<file path="src/srtf_pkg.sv">
// ----------------------------------------------------------------------------
// srtf_pkg
// Shared types and constants of the shortest-remaining-time-first scheduler.
// ----------------------------------------------------------------------------
package srtf_pkg;

  localparam int FIELD_W  = 16;
  localparam int TIME_W   = 32;
  localparam int STATUS_W = 3;
  localparam int PNUM_W   = 5;

  localparam logic [STATUS_W-1:0] ST_LOADED = 3'd0;
  localparam logic [STATUS_W-1:0] ST_FULL   = 3'd1;
  localparam logic [STATUS_W-1:0] ST_ZERO   = 3'd2;
  localparam logic [STATUS_W-1:0] ST_IDLE   = 3'd3;
  localparam logic [STATUS_W-1:0] ST_RAN    = 3'd4;
  localparam logic [STATUS_W-1:0] ST_DONE   = 3'd5;

  typedef enum logic [1:0] {
    OP_LOAD,
    OP_FULL,
    OP_ZERO,
    OP_TICK
  } op_t;

  typedef struct packed {
    op_t                op;
    logic [FIELD_W-1:0] arrival;
    logic [FIELD_W-1:0] burst;
  } cmd_t;

  typedef struct packed {
    logic [STATUS_W-1:0] status;
    logic [PNUM_W-1:0]   process_number;
    logic [TIME_W-1:0]   slot_time;
    logic [TIME_W-1:0]   completion_time;
    logic [TIME_W-1:0]   turnaround_time;
    logic [TIME_W-1:0]   waiting_time;
    logic                all_done;
  } res_t;

  typedef enum logic [2:0] {
    BK_IDLE,
    BK_SCAN,
    BK_UPDATE,
    BK_FINISH,
    BK_EMIT
  } bk_state_t;

endpackage

</file>
<file path="src/srtf_front.sv">
// ----------------------------------------------------------------------------
// srtf_front
// Takes input words and classifies adds as load, table full or zero burst.
// ----------------------------------------------------------------------------
module srtf_front import srtf_pkg::*; #(
  parameter int MAX_PROCS = 16
) (
  input  logic               clk,
  input  logic               rst,
  input  logic               push,
  input  logic               kind,
  input  logic [FIELD_W-1:0] arrival_time,
  input  logic [FIELD_W-1:0] burst_time,
  input  logic               q_full,
  output logic               q_push,
  output cmd_t               q_cmd
);

  localparam int CNT_W = $clog2(MAX_PROCS + 1);

  // number of loads sent on; decides the full check ahead of the back end
  logic [CNT_W-1:0] count;

  assign q_push = push && !q_full;

  always_comb begin
    q_cmd.arrival = arrival_time;
    q_cmd.burst   = burst_time;
    priority if (kind) begin
      q_cmd.op = OP_TICK;
    end else if (32'(count) >= MAX_PROCS) begin
      q_cmd.op = OP_FULL;
    end else if (burst_time == '0) begin
      q_cmd.op = OP_ZERO;
    end else begin
      q_cmd.op = OP_LOAD;
    end
  end

  always_ff @(posedge clk) begin
    if (rst) begin
      count <= '0;
    end else if (q_push && q_cmd.op == OP_LOAD) begin
      count <= count + 1'b1;
    end
  end

endmodule

</file>
<file path="src/srtf_cmd_fifo.sv">
// ----------------------------------------------------------------------------
// srtf_cmd_fifo
// Two-entry command queue between the front and back ends.
// ----------------------------------------------------------------------------
module srtf_cmd_fifo import srtf_pkg::*; (
  input  logic clk,
  input  logic rst,
  input  logic wr_en,
  input  cmd_t wr_data,
  output logic full,
  input  logic rd_en,
  output cmd_t rd_data,
  output logic empty
);

  cmd_t       entries [2];
  logic       wr_ptr;
  logic       rd_ptr;
  logic [1:0] cnt;

  assign full    = (cnt == 2'd2);
  assign empty   = (cnt == 2'd0);
  assign rd_data = entries[rd_ptr];

  always_ff @(posedge clk) begin
    if (wr_en) begin
      entries[wr_ptr] <= wr_data;
    end
  end

  always_ff @(posedge clk) begin
    if (rst) begin
      wr_ptr <= 1'b0;
      rd_ptr <= 1'b0;
      cnt    <= 2'd0;
    end else begin
      if (wr_en) begin
        wr_ptr <= ~wr_ptr;
      end
      if (rd_en) begin
        rd_ptr <= ~rd_ptr;
      end
      unique case ({wr_en, rd_en})
        2'b10:   cnt <= cnt + 2'd1;
        2'b01:   cnt <= cnt - 2'd1;
        default: cnt <= cnt;
      endcase
    end
  end

endmodule

</file>
<file path="src/srtf_back.sv">
// ----------------------------------------------------------------------------
// srtf_back
// Process table, minimum remaining time scan, update and result register.
// ----------------------------------------------------------------------------
module srtf_back import srtf_pkg::*; #(
  parameter int MAX_PROCS = 16
) (
  input  logic clk,
  input  logic rst,
  input  logic cmd_valid,
  input  cmd_t cmd,
  output logic cmd_pop,
  output res_t res,
  output logic res_valid,
  input  logic res_pop
);

  localparam int CNT_W = $clog2(MAX_PROCS + 1);
  localparam int IDX_W = (MAX_PROCS > 1) ? $clog2(MAX_PROCS) : 1;
  localparam int WORD_W = 3 * FIELD_W;

  bk_state_t state;
  bk_state_t state_next;

  // table word: arrival, burst, remaining
  logic [WORD_W-1:0] mem [MAX_PROCS];
  logic [WORD_W-1:0] rd_data;
  logic [IDX_W-1:0]  rd_addr;
  logic [IDX_W-1:0]  wr_addr;
  logic [WORD_W-1:0] wr_data;
  logic              mem_we;

  logic [CNT_W-1:0]   loaded_count;
  logic [CNT_W-1:0]   completed_count;
  logic [TIME_W-1:0]  current_time;
  logic [TIME_W-1:0]  time_inc;
  logic [TIME_W-1:0]  slot;
  logic [CNT_W-1:0]   issue_idx;
  logic [IDX_W-1:0]   eval_idx;
  logic               pend;
  logic               found;
  logic [IDX_W-1:0]   best_idx;
  logic [FIELD_W-1:0] best_arr;
  logic [FIELD_W-1:0] best_bur;
  logic [FIELD_W-1:0] best_rem;
  logic [TIME_W-1:0]  comp;
  logic [TIME_W-1:0]  tat;
  res_t               pend_res;

  logic               scan_issue;
  logic               emit_go;
  logic               eligible;
  logic [FIELD_W-1:0] rd_arr;
  logic [FIELD_W-1:0] rd_bur;
  logic [FIELD_W-1:0] rd_rem;
  logic [PNUM_W-1:0]  best_pnum;

  assign rd_arr    = rd_data[WORD_W-1 -: FIELD_W];
  assign rd_bur    = rd_data[2*FIELD_W-1 -: FIELD_W];
  assign rd_rem    = rd_data[FIELD_W-1:0];
  assign time_inc  = (current_time == '1) ? current_time : current_time + 1'b1;
  assign best_pnum = PNUM_W'(32'(best_idx) + 32'd1);
  assign rd_addr   = issue_idx[IDX_W-1:0];

  assign eligible = pend && (TIME_W'(rd_arr) <= current_time) && (rd_rem != '0) &&
                    (!found || rd_rem < best_rem);

  // next state
  always_comb begin
    state_next = state;
    unique case (state)
      BK_IDLE: begin
        if (cmd_valid) begin
          state_next = (cmd.op == OP_TICK) ? BK_SCAN : BK_EMIT;
        end
      end
      BK_SCAN: begin
        if (!scan_issue && !pend) begin
          state_next = BK_UPDATE;
        end
      end
      BK_UPDATE: state_next = (found && best_rem == 16'd1) ? BK_FINISH : BK_EMIT;
      BK_FINISH: state_next = BK_EMIT;
      BK_EMIT: begin
        if (emit_go) begin
          state_next = BK_IDLE;
        end
      end
      default: state_next = BK_IDLE;
    endcase
  end

  // control outputs
  always_comb begin
    cmd_pop    = 1'b0;
    scan_issue = 1'b0;
    emit_go    = 1'b0;
    mem_we     = 1'b0;
    wr_addr    = loaded_count[IDX_W-1:0];
    wr_data    = {cmd.arrival, cmd.burst, cmd.burst};
    unique case (state)
      BK_IDLE: begin
        cmd_pop = cmd_valid;
        mem_we  = cmd_valid && (cmd.op == OP_LOAD);
      end
      BK_SCAN:   scan_issue = (issue_idx < loaded_count);
      BK_UPDATE: begin
        mem_we  = found;
        wr_addr = best_idx;
        wr_data = {best_arr, best_bur, best_rem - 1'b1};
      end
      BK_FINISH: ;
      BK_EMIT:   emit_go = !res_valid || res_pop;
      default: ;
    endcase
  end

  always_ff @(posedge clk) begin
    if (mem_we) begin
      mem[wr_addr] <= wr_data;
    end
    rd_data <= mem[rd_addr];
  end

  // payload registers
  always_ff @(posedge clk) begin
    if (emit_go) begin
      res <= pend_res;
    end
    unique case (state)
      BK_IDLE: begin
        slot     <= current_time;
        eval_idx <= '0;
        pend_res.slot_time       <= current_time;
        pend_res.completion_time <= '0;
        pend_res.turnaround_time <= '0;
        pend_res.waiting_time    <= '0;
        pend_res.process_number  <= (cmd.op == OP_LOAD) ?
                                    PNUM_W'(32'(loaded_count) + 32'd1) : '0;
        pend_res.all_done        <= (cmd.op == OP_LOAD) ?
                                    (completed_count == loaded_count + 1'b1) :
                                    (completed_count == loaded_count);
        unique case (cmd.op)
          OP_LOAD: pend_res.status <= ST_LOADED;
          OP_FULL: pend_res.status <= ST_FULL;
          OP_ZERO: pend_res.status <= ST_ZERO;
          OP_TICK: pend_res.status <= ST_IDLE;
          default: pend_res.status <= ST_IDLE;
        endcase
      end
      BK_SCAN: begin
        eval_idx <= issue_idx[IDX_W-1:0];
        if (eligible) begin
          best_idx <= eval_idx;
          best_arr <= rd_arr;
          best_bur <= rd_bur;
          best_rem <= rd_rem;
        end
      end
      BK_UPDATE: begin
        comp <= time_inc;
        tat  <= time_inc - TIME_W'(best_arr);
        pend_res.status         <= !found ? ST_IDLE : ST_RAN;
        pend_res.process_number <= found ? best_pnum : '0;
        pend_res.all_done       <= (completed_count == loaded_count);
      end
      BK_FINISH: begin
        pend_res.status          <= ST_DONE;
        pend_res.process_number  <= best_pnum;
        pend_res.slot_time       <= slot;
        pend_res.completion_time <= comp;
        pend_res.turnaround_time <= tat;
        pend_res.waiting_time    <= (tat >= TIME_W'(best_bur)) ? tat - TIME_W'(best_bur) : '0;
        pend_res.all_done        <= (completed_count == loaded_count);
      end
      BK_EMIT: ;
      default: ;
    endcase
  end

  // control registers
  always_ff @(posedge clk) begin
    if (rst) begin
      state           <= BK_IDLE;
      loaded_count    <= '0;
      completed_count <= '0;
      current_time    <= '0;
      issue_idx       <= '0;
      pend            <= 1'b0;
      found           <= 1'b0;
      res_valid       <= 1'b0;
    end else begin
      state <= state_next;
      if (emit_go) begin
        res_valid <= 1'b1;
      end else if (res_pop) begin
        res_valid <= 1'b0;
      end
      unique case (state)
        BK_IDLE: begin
          issue_idx <= '0;
          pend      <= 1'b0;
          found     <= 1'b0;
          if (mem_we) begin
            loaded_count <= loaded_count + 1'b1;
          end
        end
        BK_SCAN: begin
          pend <= scan_issue;
          if (scan_issue) begin
            issue_idx <= issue_idx + 1'b1;
          end
          if (eligible) begin
            found <= 1'b1;
          end
        end
        BK_UPDATE: begin
          current_time <= time_inc;
          if (found && best_rem == 16'd1) begin
            completed_count <= completed_count + 1'b1;
          end
        end
        BK_FINISH: ;
        BK_EMIT: ;
        default: ;
      endcase
    end
  end

endmodule

</file>
<file path="src/srtf_preemptive_scheduler.sv">
// ----------------------------------------------------------------------------
// srtf_preemptive_scheduler
// Preemptive shortest-remaining-time-first scheduler with queue-style ports.
// ----------------------------------------------------------------------------
// an add word goes through the queue to the back end, which moves from idle to emit;
// a tick moves from idle through scan and update (and finish when the process
// finishes) to emit; emit holds until the result register is free or popped; the
// back end takes the next word only after it returns to idle; a two-word queue
// decouples the input side; the scan reads one table entry a cycle through a single
// read port; reset clears counts, time, queue and result valid
module srtf_preemptive_scheduler import srtf_pkg::*; #(
  parameter int MAX_PROCS = 16
) (
  input  logic                clk,
  input  logic                rst,
  input  logic                push,
  output logic                full,
  input  logic                kind,
  input  logic [FIELD_W-1:0]  arrival_time,
  input  logic [FIELD_W-1:0]  burst_time,
  output logic                empty,
  input  logic                pop,
  output logic [STATUS_W-1:0] status,
  output logic [PNUM_W-1:0]   process_number,
  output logic [TIME_W-1:0]   slot_time,
  output logic [TIME_W-1:0]   completion_time,
  output logic [TIME_W-1:0]   turnaround_time,
  output logic [TIME_W-1:0]   waiting_time,
  output logic                all_done
);

  logic q_push;
  logic q_full;
  logic q_empty;
  logic q_pop;
  cmd_t q_wr_cmd;
  cmd_t q_rd_cmd;
  res_t res;
  logic res_valid;

  assign full  = q_full;
  assign empty = !res_valid;

  srtf_front #(
    .MAX_PROCS(MAX_PROCS)
  ) u_front (
    .clk         (clk),
    .rst         (rst),
    .push        (push),
    .kind        (kind),
    .arrival_time(arrival_time),
    .burst_time  (burst_time),
    .q_full      (q_full),
    .q_push      (q_push),
    .q_cmd       (q_wr_cmd)
  );

  srtf_cmd_fifo u_fifo (
    .clk    (clk),
    .rst    (rst),
    .wr_en  (q_push),
    .wr_data(q_wr_cmd),
    .full   (q_full),
    .rd_en  (q_pop),
    .rd_data(q_rd_cmd),
    .empty  (q_empty)
  );

  srtf_back #(
    .MAX_PROCS(MAX_PROCS)
  ) u_back (
    .clk      (clk),
    .rst      (rst),
    .cmd_valid(!q_empty),
    .cmd      (q_rd_cmd),
    .cmd_pop  (q_pop),
    .res      (res),
    .res_valid(res_valid),
    .res_pop  (pop && res_valid)
  );

  assign status          = res.status;
  assign process_number  = res.process_number;
  assign slot_time       = res.slot_time;
  assign completion_time = res.completion_time;
  assign turnaround_time = res.turnaround_time;
  assign waiting_time    = res.waiting_time;
  assign all_done        = res.all_done;

endmodule

</file>
<file path="config.mk">
export PLATFORM = sky130hd
export DESIGN_NAME = srtf_preemptive_scheduler
export DESIGN_NICKNAME = d
export VERILOG_FILES = /design/src/srtf_pkg.sv /design/src/srtf_front.sv /design/src/srtf_cmd_fifo.sv /design/src/srtf_back.sv /design/src/srtf_preemptive_scheduler.sv
export SDC_FILE = /design/constraint.sdc
export NUM_CORES = 2
export LEC_CHECK = 0
export BUFFER_PORTS_ARGS = -buffer_cell sky130_fd_sc_hd__buf_2
export CAP_MARGIN = 20
export CORE_MARGIN = 2
export CORE_UTILIZATION = 40
export DETAILED_ROUTE_END_ITERATION = 12
export PLACE_DENSITY = 0.61
export SYNTH_ARGS = -nofsm -noshare
export SYNTH_HDL_FRONTEND = slang
export SYNTH_SLANG_ARGS = --single-unit
</file>
<file path="constraint.sdc">
create_clock -name clk -period 12.5 [get_ports clk]
set_clock_uncertainty 0.15 [all_clocks]
set_input_delay 0.625 -clock clk [delete_from_list [all_inputs] [get_ports clk]]
set_output_delay 0.625 -clock clk [all_outputs]
set_load 0.02 [all_outputs]
</file>
==> results.json <==
{
  "main_area_contributors_after_synthesis": "sky130_fd_sc_hd__edfxtp_1 71%, sky130_fd_sc_hd__mux4_2 10%, sky130_fd_sc_hd__dfxtp_1 4.1%",
  "first_global_vias": 27552,
  "critPathMaxStageDelay_ns": 0.56,
  "drt_drc_violations_left": 0,
  "grtUsageTotal_pct": 18.3,
  "cell_count_after_synthesis": 2971,
  "synthFlopType": "sky130_fd_sc_hd__edfxtp_1",
  "powerDensity_nw_per_um2": 188,
  "worst_ep_required_time_ns": 12.84,
  "setup_repair_after_global_routing_missed_its_margin": "no",
  "clock_latency_reported_for_the_late_side_of_the_worst_skew_pair_ns": 0.77,
  "numClockSinks": 1373,
  "routed_via_density": 5.41,
  "drv.max_cap_violation_count": 0,
  "cpMaxStageDelayCell": "sky130_fd_sc_hd__a2111oi_0",
  "final_common_cell": "sky130_fd_sc_hd__edfxtp_1",
  "num_antenna_cells": 0,
  "report.final.slew_viol_count": 0,
  "core_area_um2": 133000,
  "routed_wirelength_mm": 125,
  "startpoint_type": "flip-flop",
  "relSlewSlack_pct": 24.2,
  "numPortBuffers": 175,
  "initialDrtViolationCount": 2990,
  "die_area_um2": 137000,
  "clockRootBuffer": "sky130_fd_sc_hd__clkbuf_16",
  "status": "finished clean",
  "path_class": "reg2reg",
  "avgRoutedWirePerCell_um": 24.4,
  "achievable-frequency_mhz": 197,
  "tritoncts": "built",
  "min_tclk_post_route_ns": 5.08,
  "cts_hold_buf": 32,
  "crit_path_end_kind": "flip-flop",
  "floorplan.rows": 134,
  "path_clk_slew_ns": 0.06,
  "place.detailed.instances": 4845,
  "timing.final.hold_violations": 0,
  "die-height_um": 371,
  "initial_antenna_violation_count": 1,
  "synth_largest_area_cell": "sky130_fd_sc_hd__edfxtp_1",
  "cellLeakagePower_nw": 20.6,
  "io-pin-count": 176,
  "pin_count_of_the_biggest_net_entering_global_routing": 81,
  "route.met2.wl_mm": 59.9,
  "globalplace.congestion": 0.902,
  "min_path_type": "in2reg",
  "async_reset_ff_share_pct": 0,
  "final_cell_mix": "1262 x sky130_fd_sc_hd__edfxtp_1, 240 x sky130_fd_sc_hd__mux4_2, 176 x sky130_fd_sc_hd__buf_2",
  "post_detail_place_hpwl_mm": 73.3,
  "synth.cell_area_um2": 53700,
  "data_arrival_time_of_the_critical_path_ns": 5.42,
  "cts_resized": 0,
  "max-clock-path-buffers": 3,
  "wl_met1_mm": 54.3,
  "synthDominantCellAreaShare_pct": 70.5,
  "die_x_um": 371,
  "report.final.setup_viol": 0,
  "synth_area_per_cell_um2": 18.1,
  "htreeDepth": 4,
  "route.antenna.remaining_nets": 0,
  "fin_setup_tns_ns": 0,
  "wl_met3_mm": 8.25,
  "synth_enable_flop_cells": 1262,
  "cp_max_fo": 11,
  "syn_nets": 3087,
  "ir_worst_vdd_v": 0.000150,
  "max_slew.worst_pin.slew_ns": 1.14,
  "post_route_cells_drive_above_1_share_pct": 22.4,
  "globalRoute.totalOverflow": 0,
  "vias_after_detailed_routing": 27822,
  "cts_inserted_buffers": 142,
  "post_cts_buffers": 0,
  "layoutNonFillerInstCount": 5147,
  "finalNetCount": 3381,
  "ys_warn_count": 0,
  "path_cells": "ha_1, nand2_1, nor4_1, buf_4, nand3_1, nand2_1, nor4_1, xnor2_1, ha_1, a2111oi_0, inv_1, o21ai_0, o2bb2ai_1, o211ai_1, nand4bb_2, nor4_2, xnor2_1",
  "min_period_over_period_pct": 40.7,
  "synth_seq_cells": 1373,
  "synth.distinct_cells": 74,
  "syn_to_final_growth_pct": 15.3,
  "synth_seq_area_share_pct": 74.7,
  "grt_pass1_wl_mm": 184,
  "start_util_pct": 40.3,
  "top_layer": "met5",
  "drt_pre_antenna_iters": 7
}
==> kinds of logic after synthesis <==
family                   share of synthesized area, %
XOR/XNOR                                         2.16
AO/OA/AOI/OAI                                    3.24
adder cells (fa/ha/maj)                          1.87
AND/OR/NAND/NOR                                  5.83
multiplexers                                     10.5
flip-flops                                       74.7
buffers and inverters                            1.71
==> power breakdown <==
part | total (mW) | internal [mW] | switching, mW
registers | 6.13 | 5.96 | 0.170
clock network | 4.11 | 2.37 | 1.74
logic | 1.40 | 0.366 | 1.03
total | 11.6 | 8.69 | 2.95
==> metal layers <==
| metal | up-vias | track usage (%) |
|---|---|---|
| li1 | 12332 | - |
| met1 | 14325 | 25.6 |
| met2 | 984 | 29.0 |
| met3 | 179 | 3.40 |
| met4 | 2 | 5.57 |
| met5 | - | 0 |
==> per-stage QoR <==
step	area, um^2	setup slack, ns	util, %	total power [mW]	hold WS (ns)
after floorplan	53700	5.18	-	7.02	0.236
after global placement	57000	7.51	42.7	7.58	0.237
after detailed placement	57000	7.50	42.7	7.61	0.239
after CTS	61900	7.46	46.3	11.7	0.000776
after global routing	61900	6.94	46.4	12.1	0.0386
final	61900	7.42	46.4	11.6	0.0674
==> cell usage after synthesis (all sizes together), types with 4 or more instances <==
master,instances
a211oi,28
a21o,18
a21oi,87
a31oi,12
and2,4
and3,80
buf,35
clkbuf,100
dfxtp,111
edfxtp,1262
ha,77
inv,99
mux2i,25
mux4,240
nand2,137
nand2b,13
nand3,35
nand4,37
nor2,133
nor2b,27
nor3,55
nor4,30
o211ai,9
o21a,13
o21ai,76
o22ai,4
o31ai,7
or2,8
or3,22
or4,11
xnor2,93
xor2,38
==> worst max-delay path: cells and delay by family, from the launching register on <==
family | cells | cell delay, ns
fa+ha+maj | 2 | 0.60
buf+inv | 2 | 0.31
xor+xnor | 2 | 0.30
simple gates | 7 | 1.59
flops | 1 | 0.49
compound gates | 4 | 1.37
==> final timing paths <==
path | from | endpoint | slack (ns) | cells after the start
hold reg to reg | u_back.rd_data[16] | u_back.best_bur[0] | 0.25 | 0
hold / removal | kind | u_fifo.entries[0][33] | 0.07 | 2
setup / recovery | u_back.current_time[0] | u_back.tat[31] | 7.42 | 17
setup reg to reg | u_back.current_time[0] | u_back.tat[31] | 7.42 | 17
==> area by class of cell <==
cell class	count	area, um^2
multi-input combinational	1364	12900
clock buffer	198	3910
sequential	1373	40100
timing repair buffer	285	1790
inverter	99	378
tap	1768	2210
fill	11281	71500
clock inverter	60	642
==> sequential cells by signal (all words and copies together) (netlist names), 3 cells and up, named ones only <==
signal	cells
u_back.mem	768
u_back.pend_res	137
u_back.res	137
u_fifo.entries	68
u_back.rd_data	48
u_back.comp	32
u_back.current_time	32
u_back.slot	32
u_back.tat	32
u_back.best_arr	16
u_back.best_bur	16
u_back.best_rem	16
u_back.completed_count	5
u_back.issue_idx	5
u_back.loaded_count	5
u_front.count	5
u_back.best_idx	4
u_back.eval_idx	4
u_back.state	3
(Power assumes the default switching activity.)
